<file path="src/iroot_pkg.sv">
// Shared types, constants and the prime table for the integer root simplifier.
// Used by every module in src; depends on nothing.
package iroot_pkg;

    localparam int PRIME_BITS     = 10;
    localparam int TABLE_SIZE     = 168;
    localparam int TABLE_IDX_BITS = 8;
    localparam int RUN_BITS       = 5;

    localparam int NUM_PRIMES_DEF = 168;
    localparam int VALUE_BITS_DEF = 20;

    localparam logic [PRIME_BITS-1:0] PRIME_ROM [TABLE_SIZE] = '{
        10'd2,   10'd3,   10'd5,   10'd7,   10'd11,  10'd13,  10'd17,  10'd19,
        10'd23,  10'd29,  10'd31,  10'd37,  10'd41,  10'd43,  10'd47,  10'd53,
        10'd59,  10'd61,  10'd67,  10'd71,  10'd73,  10'd79,  10'd83,  10'd89,
        10'd97,  10'd101, 10'd103, 10'd107, 10'd109, 10'd113, 10'd127, 10'd131,
        10'd137, 10'd139, 10'd149, 10'd151, 10'd157, 10'd163, 10'd167, 10'd173,
        10'd179, 10'd181, 10'd191, 10'd193, 10'd197, 10'd199, 10'd211, 10'd223,
        10'd227, 10'd229, 10'd233, 10'd239, 10'd241, 10'd251, 10'd257, 10'd263,
        10'd269, 10'd271, 10'd277, 10'd281, 10'd283, 10'd293, 10'd307, 10'd311,
        10'd313, 10'd317, 10'd331, 10'd337, 10'd347, 10'd349, 10'd353, 10'd359,
        10'd367, 10'd373, 10'd379, 10'd383, 10'd389, 10'd397, 10'd401, 10'd409,
        10'd419, 10'd421, 10'd431, 10'd433, 10'd439, 10'd443, 10'd449, 10'd457,
        10'd461, 10'd463, 10'd467, 10'd479, 10'd487, 10'd491, 10'd499, 10'd503,
        10'd509, 10'd521, 10'd523, 10'd541, 10'd547, 10'd557, 10'd563, 10'd569,
        10'd571, 10'd577, 10'd587, 10'd593, 10'd599, 10'd601, 10'd607, 10'd613,
        10'd617, 10'd619, 10'd631, 10'd641, 10'd643, 10'd647, 10'd653, 10'd659,
        10'd661, 10'd673, 10'd677, 10'd683, 10'd691, 10'd701, 10'd709, 10'd719,
        10'd727, 10'd733, 10'd739, 10'd743, 10'd751, 10'd757, 10'd761, 10'd769,
        10'd773, 10'd787, 10'd797, 10'd809, 10'd811, 10'd821, 10'd823, 10'd827,
        10'd829, 10'd839, 10'd853, 10'd857, 10'd859, 10'd863, 10'd877, 10'd881,
        10'd883, 10'd887, 10'd907, 10'd911, 10'd919, 10'd929, 10'd937, 10'd941,
        10'd947, 10'd953, 10'd967, 10'd971, 10'd977, 10'd983, 10'd991, 10'd997
    };

    typedef enum logic [2:0] {
        S_IDLE,
        S_CHECK,
        S_DIV,
        S_TAKE,
        S_TAKE_LAST,
        S_CLOSE,
        S_FINISH
    } iroot_state_t;

    // Commands from the sequencer to the run accumulator
    typedef struct packed {
        logic init;
        logic take;
        logic close;
    } iroot_acc_cmd_t;

    // Status back from the run accumulator
    typedef struct packed {
        logic take_done;
        logic run_empty;
    } iroot_acc_stat_t;

    function automatic logic [PRIME_BITS-1:0] prime_at(input logic [TABLE_IDX_BITS-1:0] idx);
        logic [PRIME_BITS-1:0] p;
        p = '0;
        if (idx < TABLE_IDX_BITS'(TABLE_SIZE))
        begin
            p = PRIME_ROM[idx];
        end
        return p;
    endfunction

endpackage

</file>
<file path="src/iroot_divider.sv">
// Shared restoring divider: one quotient bit per cycle, prime-width divisor.
// Depends on iroot_pkg.
module iroot_divider
    import iroot_pkg::*;
#(
    parameter int VALUE_BITS = VALUE_BITS_DEF
)
(
    input  logic                  clk,
    input  logic                  rst_n,
    input  logic                  start,
    input  logic [VALUE_BITS-1:0] dividend,
    input  logic [PRIME_BITS-1:0] divisor,
    output logic                  done,
    output logic [VALUE_BITS-1:0] quotient,
    output logic                  rem_zero
);

    localparam int CNT_BITS = $clog2(VALUE_BITS + 1);

    logic                  active_reg, active_next;
    logic [CNT_BITS-1:0]   cnt_reg, cnt_next;
    logic [VALUE_BITS-1:0] q_reg, q_next;
    logic [PRIME_BITS-1:0] rem_reg, rem_next;
    logic [PRIME_BITS-1:0] div_reg, div_next;
    logic [PRIME_BITS:0]   rem_shift;
    logic                  fits;

    assign rem_shift = {rem_reg, q_reg[VALUE_BITS-1]};
    assign fits      = rem_shift >= {1'b0, div_reg};

    always_comb
    begin
        active_next = active_reg;
        cnt_next    = cnt_reg;
        q_next      = q_reg;
        rem_next    = rem_reg;
        div_next    = div_reg;
        if (start)
        begin
            active_next = 1'b1;
            cnt_next    = CNT_BITS'(VALUE_BITS);
            q_next      = dividend;
            rem_next    = '0;
            div_next    = divisor;
        end
        else if (active_reg)
        begin
            if (cnt_reg != '0)
            begin
                cnt_next = cnt_reg - CNT_BITS'(1);
                q_next   = {q_reg[VALUE_BITS-2:0], fits};
                rem_next = fits ? PRIME_BITS'(rem_shift - {1'b0, div_reg})
                                : PRIME_BITS'(rem_shift);
            end
            else
            begin
                active_next = 1'b0;
            end
        end
    end

    always_ff @(posedge clk or negedge rst_n)
    begin
        if (!rst_n)
        begin
            active_reg <= 1'b0;
            cnt_reg    <= '0;
        end
        else
        begin
            active_reg <= active_next;
            cnt_reg    <= cnt_next;
        end
    end

    always_ff @(posedge clk)
    begin
        q_reg   <= q_next;
        rem_reg <= rem_next;
        div_reg <= div_next;
    end

    assign done     = active_reg && (cnt_reg == '0);
    assign quotient = q_reg;
    assign rem_zero = (rem_reg == '0);

endmodule

</file>
<file path="src/iroot_run_accum.sv">
// Run tracking and the two products; one shared multiplier serves both.
// Depends on iroot_pkg.
module iroot_run_accum
    import iroot_pkg::*;
#(
    parameter int VALUE_BITS = VALUE_BITS_DEF
)
(
    input  logic                  clk,
    input  logic                  rst_n,
    input  iroot_acc_cmd_t        cmd,
    input  logic [VALUE_BITS-1:0] factor,
    input  logic [RUN_BITS-1:0]   root,
    output iroot_acc_stat_t       stat,
    output logic [VALUE_BITS-1:0] inner_prod,
    output logic [VALUE_BITS-1:0] outside
);

    logic [VALUE_BITS-1:0]   inside_reg, inside_next;
    logic [VALUE_BITS-1:0]   outside_reg, outside_next;
    logic [VALUE_BITS-1:0]   run_factor_reg, run_factor_next;
    logic [RUN_BITS-1:0]     run_count_reg, run_count_next;
    logic [RUN_BITS:0]       count_inc;
    logic                    new_factor;
    logic                    flush_one;
    logic                    use_outside;
    logic [VALUE_BITS-1:0]   mul_a, mul_b;
    logic [2*VALUE_BITS-1:0] mul_full;
    logic [VALUE_BITS-1:0]   mul_res;

    assign new_factor = (factor != run_factor_reg);
    // a new factor first drains the open run, one copy per cycle
    assign flush_one  = new_factor && (run_count_reg != '0);
    assign count_inc  = {1'b0, run_count_reg} + (RUN_BITS+1)'(1);
    assign use_outside = cmd.take && !flush_one;

    assign mul_a    = use_outside ? outside_reg : inside_reg;
    assign mul_b    = use_outside ? factor : run_factor_reg;
    assign mul_full = mul_a * mul_b;
    assign mul_res  = mul_full[VALUE_BITS-1:0];

    always_comb
    begin
        inside_next     = inside_reg;
        outside_next    = outside_reg;
        run_factor_next = run_factor_reg;
        run_count_next  = run_count_reg;
        priority if (cmd.init)
        begin
            inside_next     = VALUE_BITS'(1);
            outside_next    = VALUE_BITS'(1);
            run_factor_next = '0;
            run_count_next  = '0;
        end
        else if (cmd.take)
        begin
            if (flush_one)
            begin
                inside_next    = mul_res;
                run_count_next = run_count_reg - RUN_BITS'(1);
            end
            else
            begin
                run_factor_next = factor;
                if (count_inc >= {1'b0, root})
                begin
                    outside_next   = mul_res;
                    run_count_next = '0;
                end
                else
                begin
                    run_count_next = RUN_BITS'(count_inc);
                end
            end
        end
        else if (cmd.close)
        begin
            if (run_count_reg != '0)
            begin
                inside_next    = mul_res;
                run_count_next = run_count_reg - RUN_BITS'(1);
            end
        end
        else
        begin
            // hold everything
            run_count_next = run_count_reg;
        end
    end

    always_ff @(posedge clk or negedge rst_n)
    begin
        if (!rst_n)
        begin
            inside_reg     <= VALUE_BITS'(1);
            outside_reg    <= VALUE_BITS'(1);
            run_factor_reg <= '0;
            run_count_reg  <= '0;
        end
        else
        begin
            inside_reg     <= inside_next;
            outside_reg    <= outside_next;
            run_factor_reg <= run_factor_next;
            run_count_reg  <= run_count_next;
        end
    end

    assign stat.take_done = !flush_one;
    assign stat.run_empty = (run_count_reg == '0);
    assign inner_prod     = inside_reg;
    assign outside        = outside_reg;

endmodule

</file>
<file path="src/integer_root_simplifier_top.sv">
// Top level of the integer root simplifier: sequencer, work registers, output stage.
// Depends on iroot_pkg, iroot_divider and iroot_run_accum.
//
//  channel | signals                        | direction | payload
//  --------+--------------------------------+-----------+----------------------------------
//  in      | in_valid / in_ready            | request   | value, root_index
//  out     | out_valid / out_ready          | result    | radicand, coefficient
//
// Flow: each trial division is a check followed by a bit-serial divide, and a prime is
//   tried again after every factor it yields; every factor found is taken into the run,
//   after the open run of an older factor is flushed, and the final close flushes the
//   open run under the root.
// Reset: rst_n clears the sequencer, the divider control, the run accumulator and the output valid.
// Stalls: a new request is taken as soon as the sequencer is idle, even while the last
//   result still waits in the output register; the sequencer only holds at its end
//   if that register is still full.
module integer_root_simplifier_top
    import iroot_pkg::*;
#(
    parameter int NUM_PRIMES = NUM_PRIMES_DEF,
    parameter int VALUE_BITS = VALUE_BITS_DEF
)
(
    input  logic                  clk,
    input  logic                  rst_n,
    input  logic                  in_valid,
    output logic                  in_ready,
    input  logic [VALUE_BITS-1:0] value,
    input  logic [RUN_BITS-1:0]   root_index,
    output logic                  out_valid,
    input  logic                  out_ready,
    output logic [VALUE_BITS-1:0] radicand,
    output logic [VALUE_BITS-1:0] coefficient
);

    // only the built-in table primes can be walked
    localparam int LIMIT    = (NUM_PRIMES < TABLE_SIZE) ? NUM_PRIMES : TABLE_SIZE;
    localparam int POS_BITS = $clog2(LIMIT + 1);
    localparam int CMP_BITS = (VALUE_BITS > PRIME_BITS) ? VALUE_BITS : PRIME_BITS;

    iroot_state_t state_reg, state_next;

    logic [VALUE_BITS-1:0] work_reg, work_next;
    logic [VALUE_BITS-1:0] factor_reg, factor_next;
    logic [POS_BITS-1:0]   pos_reg, pos_next;
    logic [RUN_BITS-1:0]   root_reg, root_next;
    logic                  out_valid_reg, out_valid_next;
    logic [VALUE_BITS-1:0] radicand_reg, radicand_next;
    logic [VALUE_BITS-1:0] coefficient_reg, coefficient_next;

    logic                  in_fire;
    logic [PRIME_BITS-1:0] prime;
    logic                  stop_trial;
    logic                  has_leftover;

    // sequencer outputs
    logic                  div_start;
    logic                  take_quotient;
    logic                  next_prime;
    logic                  take_leftover;
    logic                  out_load;
    iroot_acc_cmd_t        acc_cmd;

    logic                  div_done;
    logic [VALUE_BITS-1:0] div_quotient;
    logic                  div_rem_zero;
    iroot_acc_stat_t       acc_stat;
    logic [VALUE_BITS-1:0] acc_inside;
    logic [VALUE_BITS-1:0] acc_outside;

    assign in_ready = (state_reg == S_IDLE);
    assign in_fire  = in_valid && in_ready;

    // current trial prime from the constant table
    assign prime = prime_at(TABLE_IDX_BITS'(pos_reg));

    // stop trial division when the table runs out or the value is no longer above the prime
    assign stop_trial = (pos_reg == POS_BITS'(LIMIT))
                     || (CMP_BITS'(work_reg) <= CMP_BITS'(prime));
    assign has_leftover = (work_reg > VALUE_BITS'(1));

    iroot_divider #(
        .VALUE_BITS (VALUE_BITS)
    ) u_divider (
        .clk      (clk),
        .rst_n    (rst_n),
        .start    (div_start),
        .dividend (work_reg),
        .divisor  (prime),
        .done     (div_done),
        .quotient (div_quotient),
        .rem_zero (div_rem_zero)
    );

    iroot_run_accum #(
        .VALUE_BITS (VALUE_BITS)
    ) u_run_accum (
        .clk        (clk),
        .rst_n      (rst_n),
        .cmd        (acc_cmd),
        .factor     (factor_reg),
        .root       (root_reg),
        .stat       (acc_stat),
        .inner_prod (acc_inside),
        .outside    (acc_outside)
    );

    // next state
    always_comb
    begin
        state_next = state_reg;
        unique case (state_reg)
            S_IDLE:
            begin
                if (in_fire)
                begin
                    state_next = S_CHECK;
                end
            end
            S_CHECK:
            begin
                if (!stop_trial)
                begin
                    state_next = S_DIV;
                end
                else if (has_leftover)
                begin
                    state_next = S_TAKE_LAST;
                end
                else
                begin
                    state_next = S_CLOSE;
                end
            end
            S_DIV:
            begin
                if (div_done)
                begin
                    state_next = div_rem_zero ? S_TAKE : S_CHECK;
                end
            end
            S_TAKE:
            begin
                if (acc_stat.take_done)
                begin
                    state_next = S_CHECK;
                end
            end
            S_TAKE_LAST:
            begin
                if (acc_stat.take_done)
                begin
                    state_next = S_CLOSE;
                end
            end
            S_CLOSE:
            begin
                if (acc_stat.run_empty)
                begin
                    state_next = S_FINISH;
                end
            end
            S_FINISH:
            begin
                if (!out_valid_reg || out_ready)
                begin
                    state_next = S_IDLE;
                end
            end
            default:
            begin
                state_next = S_IDLE;
            end
        endcase
    end

    // sequencer outputs
    always_comb
    begin
        div_start     = 1'b0;
        take_quotient = 1'b0;
        next_prime    = 1'b0;
        take_leftover = 1'b0;
        out_load      = 1'b0;
        acc_cmd       = '0;
        unique case (state_reg)
            S_IDLE:
            begin
                acc_cmd.init = in_fire;
            end
            S_CHECK:
            begin
                div_start     = !stop_trial;
                take_leftover = stop_trial && has_leftover;
            end
            S_DIV:
            begin
                take_quotient = div_done && div_rem_zero;
                next_prime    = div_done && !div_rem_zero;
            end
            S_TAKE, S_TAKE_LAST:
            begin
                acc_cmd.take = 1'b1;
            end
            S_CLOSE:
            begin
                acc_cmd.close = 1'b1;
            end
            S_FINISH:
            begin
                out_load = !out_valid_reg || out_ready;
            end
            default:
            begin
                div_start = 1'b0;
            end
        endcase
    end

    // work registers
    always_comb
    begin
        work_next   = work_reg;
        factor_next = factor_reg;
        pos_next    = pos_reg;
        root_next   = root_reg;
        if (in_fire)
        begin
            work_next = value;
            pos_next  = '0;
            // a root index of zero acts as one
            root_next = (root_index == '0) ? RUN_BITS'(1) : root_index;
        end
        if (take_quotient)
        begin
            work_next   = div_quotient;
            factor_next = VALUE_BITS'(prime);
        end
        if (next_prime)
        begin
            pos_next = pos_reg + POS_BITS'(1);
        end
        if (take_leftover)
        begin
            factor_next = work_reg;
        end
    end

    // output register: load on finish, drop valid once taken
    always_comb
    begin
        out_valid_next   = out_valid_reg;
        radicand_next    = radicand_reg;
        coefficient_next = coefficient_reg;
        if (out_load)
        begin
            out_valid_next   = 1'b1;
            radicand_next    = acc_inside;
            coefficient_next = acc_outside;
        end
        else if (out_ready)
        begin
            out_valid_next = 1'b0;
        end
    end

    always_ff @(posedge clk or negedge rst_n)
    begin
        if (!rst_n)
        begin
            state_reg     <= S_IDLE;
            pos_reg       <= '0;
            out_valid_reg <= 1'b0;
        end
        else
        begin
            state_reg     <= state_next;
            pos_reg       <= pos_next;
            out_valid_reg <= out_valid_next;
        end
    end

    always_ff @(posedge clk)
    begin
        work_reg        <= work_next;
        factor_reg      <= factor_next;
        root_reg        <= root_next;
        radicand_reg    <= radicand_next;
        coefficient_reg <= coefficient_next;
    end

    assign out_valid   = out_valid_reg;
    assign radicand    = radicand_reg;
    assign coefficient = coefficient_reg;

endmodule

</file>
<file path="config.mk">
export PLATFORM = sky130hd
export DESIGN_NAME = integer_root_simplifier_top
export DESIGN_NICKNAME = d
export VERILOG_FILES = /design/src/iroot_pkg.sv /design/src/iroot_divider.sv /design/src/iroot_run_accum.sv /design/src/integer_root_simplifier_top.sv
export SDC_FILE = /design/constraint.sdc
export NUM_CORES = 1
export LEC_CHECK = 0
export ABC_CLOCK_PERIOD_IN_PS = 14200
export BUFFER_PORTS_ARGS = -buffer_cell sky130_fd_sc_hd__buf_4
export CAP_MARGIN = 20
export CORE_MARGIN = 2
export CORE_UTILIZATION = 45
export DETAILED_ROUTE_END_ITERATION = 6
export GPL_TIMING_DRIVEN = 1
export SYNTH_ARGS = -nofsm -noshare
export SYNTH_HDL_FRONTEND = slang
export SYNTH_SLANG_ARGS = --single-unit
</file>
<file path="constraint.sdc">
create_clock -name clk -period 14.2 [get_ports clk]
set_input_delay 2.13 -clock clk [delete_from_list [all_inputs] [get_ports clk]]
set_output_delay 2.13 -clock clk [all_outputs]
set_load 0.01 [all_outputs]
</file>
==> impl_metrics.toml <==
[critical_path]
critPathArrivalTime_ns = 10.28
critPathMaxStageDelay_ns = 0.90
start_kind = "flop"
worstSetupEndpointType = "flop"
cp_max_fo = 58
critPathRequiredTime_ns = 14.63
critical_path.slowest_cell = "mux2i_1"
critPathKind = "reg2reg"

[placed_design]
dpl_cell_area_sq_mm = 0.0190
place_congestion = 0.937
io_buffers = 70
place_hpwl_um = 38400
place_inst = 2476

[synth]
synth.largest_area_cell = "edfxtp_1"
yosys.area.top_type_share_pct = 19.2
ys_seq_elements = 208
syn-num-nets = 2233
synth-edff-count = 115
ys_seq_area_share_pct = 31.8
synth.distinct_cells = 70
ys_async_sr_fraction_pct = 39.9
yosys.area_share.adder_pct = 23.2
synth_compound_area_share_pct = 10.7
ys.flop_type = "edfxtp_1"
netlist_instances = 1953
post-synth-top-count-cell = "nand2_1"
synth_area_per_cell_sq_um = 9.22
yosys-top-cells-count = "269 x nand2_1, 231 x nor2_1, 230 x inv_1"
syn_area_sq_mm = 0.0180
synth_xor_area_share_pct = 5.31
synth-simple-area-share_pct = 15.5
synth_area_leaders = "edfxtp_1 19%, fa_1 15%, dfrtp_1 11%"
synth_top_family_by_area = "adder cells"
muxShareOfSynthArea_pct = 6.30
ys_warn_count = 0

[route]
antenna_left = 0
drtIter0Drc = 1118
viasPerCell = 5.56
drtPass1Iterations = 5
vias = 14014
routed_wl_um = 51100
drc = 0
drt-wirelength-per-cell_um = 20.3

[sta]
setup-violations-final = 0
setup-tns-final_ns = 0
hold_viol_final = 0
max_slew_margin_pct = 32.4
rsz0062_at_grt = "no"
maxClockFrequency_mhz = 101
skew_ns = 0.0238
holdWs_ns = 0.481
slew_violations = 0
period_needed_ns = 9.85
finalCritPeriodShare_pct = 69.4
worst_pin_slew_ns = 0.986

[clock_tree]
cts_max_level = 1
cts_setup_buffers = 0
clkTransAtPathRegs_ns = 0.06
cts-root-buf = "clkbuf_16"
cts_buffers = 25
cts_tree = "done"
cts.sinks = 208
clk_path_buf_depth = 3
cts-hold-fix-buffers = 0
insertion_delay_ns = 0.54
cts_resized = 0

[global_route]
grt_pass1_wl_um = 80900
gr-total-overflow = 0
grt_pass1_vias = 14202
grt.total_usage_pct = 25.1
grt_max_degree = 88
antenna_found_initial = 0

[floorplan]
ios = 71
die_y_um = 204
initial_core_util_pct = 45.4
rows = 73
die_w_um = 204
fp.dieArea_sq_mm = 0.0416
core-area_sq_mm = 0.0396

[cells_and_area]
n_antenna_cell = 0
design_area_sq_mm = 0.0197
multiInputGateArea_sq_mm = 0.0110
drive_gt1_share_pct = 10.5
final_nets = 2259
fillers = 3790
seqCellArea_sq_mm = 0.00573
fin_cells = 2520
area.growth.synth_to_final_pct = 9.55

[outcome]
status = "finished, final reports clean"

[power]
leakagePower_uw = 0.00854
irDropWorstVdd_uv = 114
power_density_mw_per_mm2 = 148

[hold_path]
min_path_type = "reg2reg"

[run]
cap_violations = 0
## power breakdown
part / switching, uW / total (uW) / internal [uW]
clock network: 252 / 592 / 340
logic: 848 / 1350 / 501
registers: 174 / 980 / 806
total: 1270 / 2920 / 1650
## critical path: cells and delay by family, from the launching register on
family,cells,cell delay [ns]
buffers and inverters,6,1.06
adders and majority gates,9,3.82
muxes,1,0.90
xor gates and xnor gates,1,0.17
AOI/OAI and AO/OA,8,2.04
and+or+nand+nor,4,1.28
DFF,1,0.43
## worst paths after layout
check / start / to / slack [ns] / depth (start not counted)
setup / recovery: u_run_accum.run_count_reg[0]$_DFFE_PN0P_ / u_run_accum.outside[19]$_DFFE_PN0P_ / 4.35 / 29
hold / removal: u_divider.rem_reg[9]$_SDFFE_PP0P_ / u_divider.rem_reg[9]$_SDFFE_PP0P_ / 0.48 / 2
setup reg to reg: u_run_accum.run_count_reg[0]$_DFFE_PN0P_ / u_run_accum.outside[19]$_DFFE_PN0P_ / 4.35 / 29
hold reg to reg: u_divider.rem_reg[9]$_SDFFE_PP0P_ / u_divider.rem_reg[9]$_SDFFE_PP0P_ / 0.48 / 2
max in group asynchronous: rst_n / u_run_accum.inner_prod[14]$_DFFE_PN0P_ / 11.60 / 2
min in group asynchronous: rst_n / pos_reg[1]$_DFFE_PN0P_ / 1.56 / 1
## stage by stage
stage / power (uW) / utilization (%) / setup WS [ns]
floorplan: 1900 / - / 6.13
global placement: 2310 / 47.9 / 4.64
detailed placement: 2330 / 47.9 / 4.33
CTS: 2930 / 49.7 / 4.32
global route: 3130 / 49.8 / 3.71
finish: 2920 / 49.8 / 4.35
## layer usage
metal / wire length (um) / track usage, % / vias to the layer above
li1: - / - / 6540
met1: 21100 / 32.4 / 6883
met2: 24700 / 42.5 / 466
met3: 2900 / 3.30 / 125
met4: 2430 / 10.6 / 0
met5: 0 / 0 / -
## cell families after synthesis
kind of cell,count (synthesis)
xor gates and xnor gates,106
and+or+nand+nor,650
DFF,208
adders and majority gates,251
buffers and inverters,328
AOI/OAI and AO/OA,307
muxes,103
## cell type report
| class | count | area share, % |
|---|---|---|
| clock buffer | 31 | 3.28 |
| clock inverter | 12 | 0.444 |
| inverter | 233 | 4.43 |
| multi-input combinational | 1417 | 55.8 |
| sequential | 208 | 29.1 |
| tap | 525 | 3.33 |
| timing repair buffer | 94 | 3.64 |
## layout by cell type, fill, tap and decap left out, types with 14 or more instances in the layout
cell type,instances
a21oi_1,88
inv_1,230
nand2_1,269
dfrtp_1,80
nand3_1,17
o31ai_1,16
buf_4,93
ha_1,113
o21ai_0,83
edfxtp_1,115
and2_1,14
nor2b_1,16
fa_1,138
nand2b_1,20
mux2i_1,46
clkbuf_16,25
nor3_1,27
xnor2_1,75
nor2_1,231
or2_2,15
mux2_2,53
xor2_1,29
a211oi_1,30
Power figures use the tool's default switching activity.
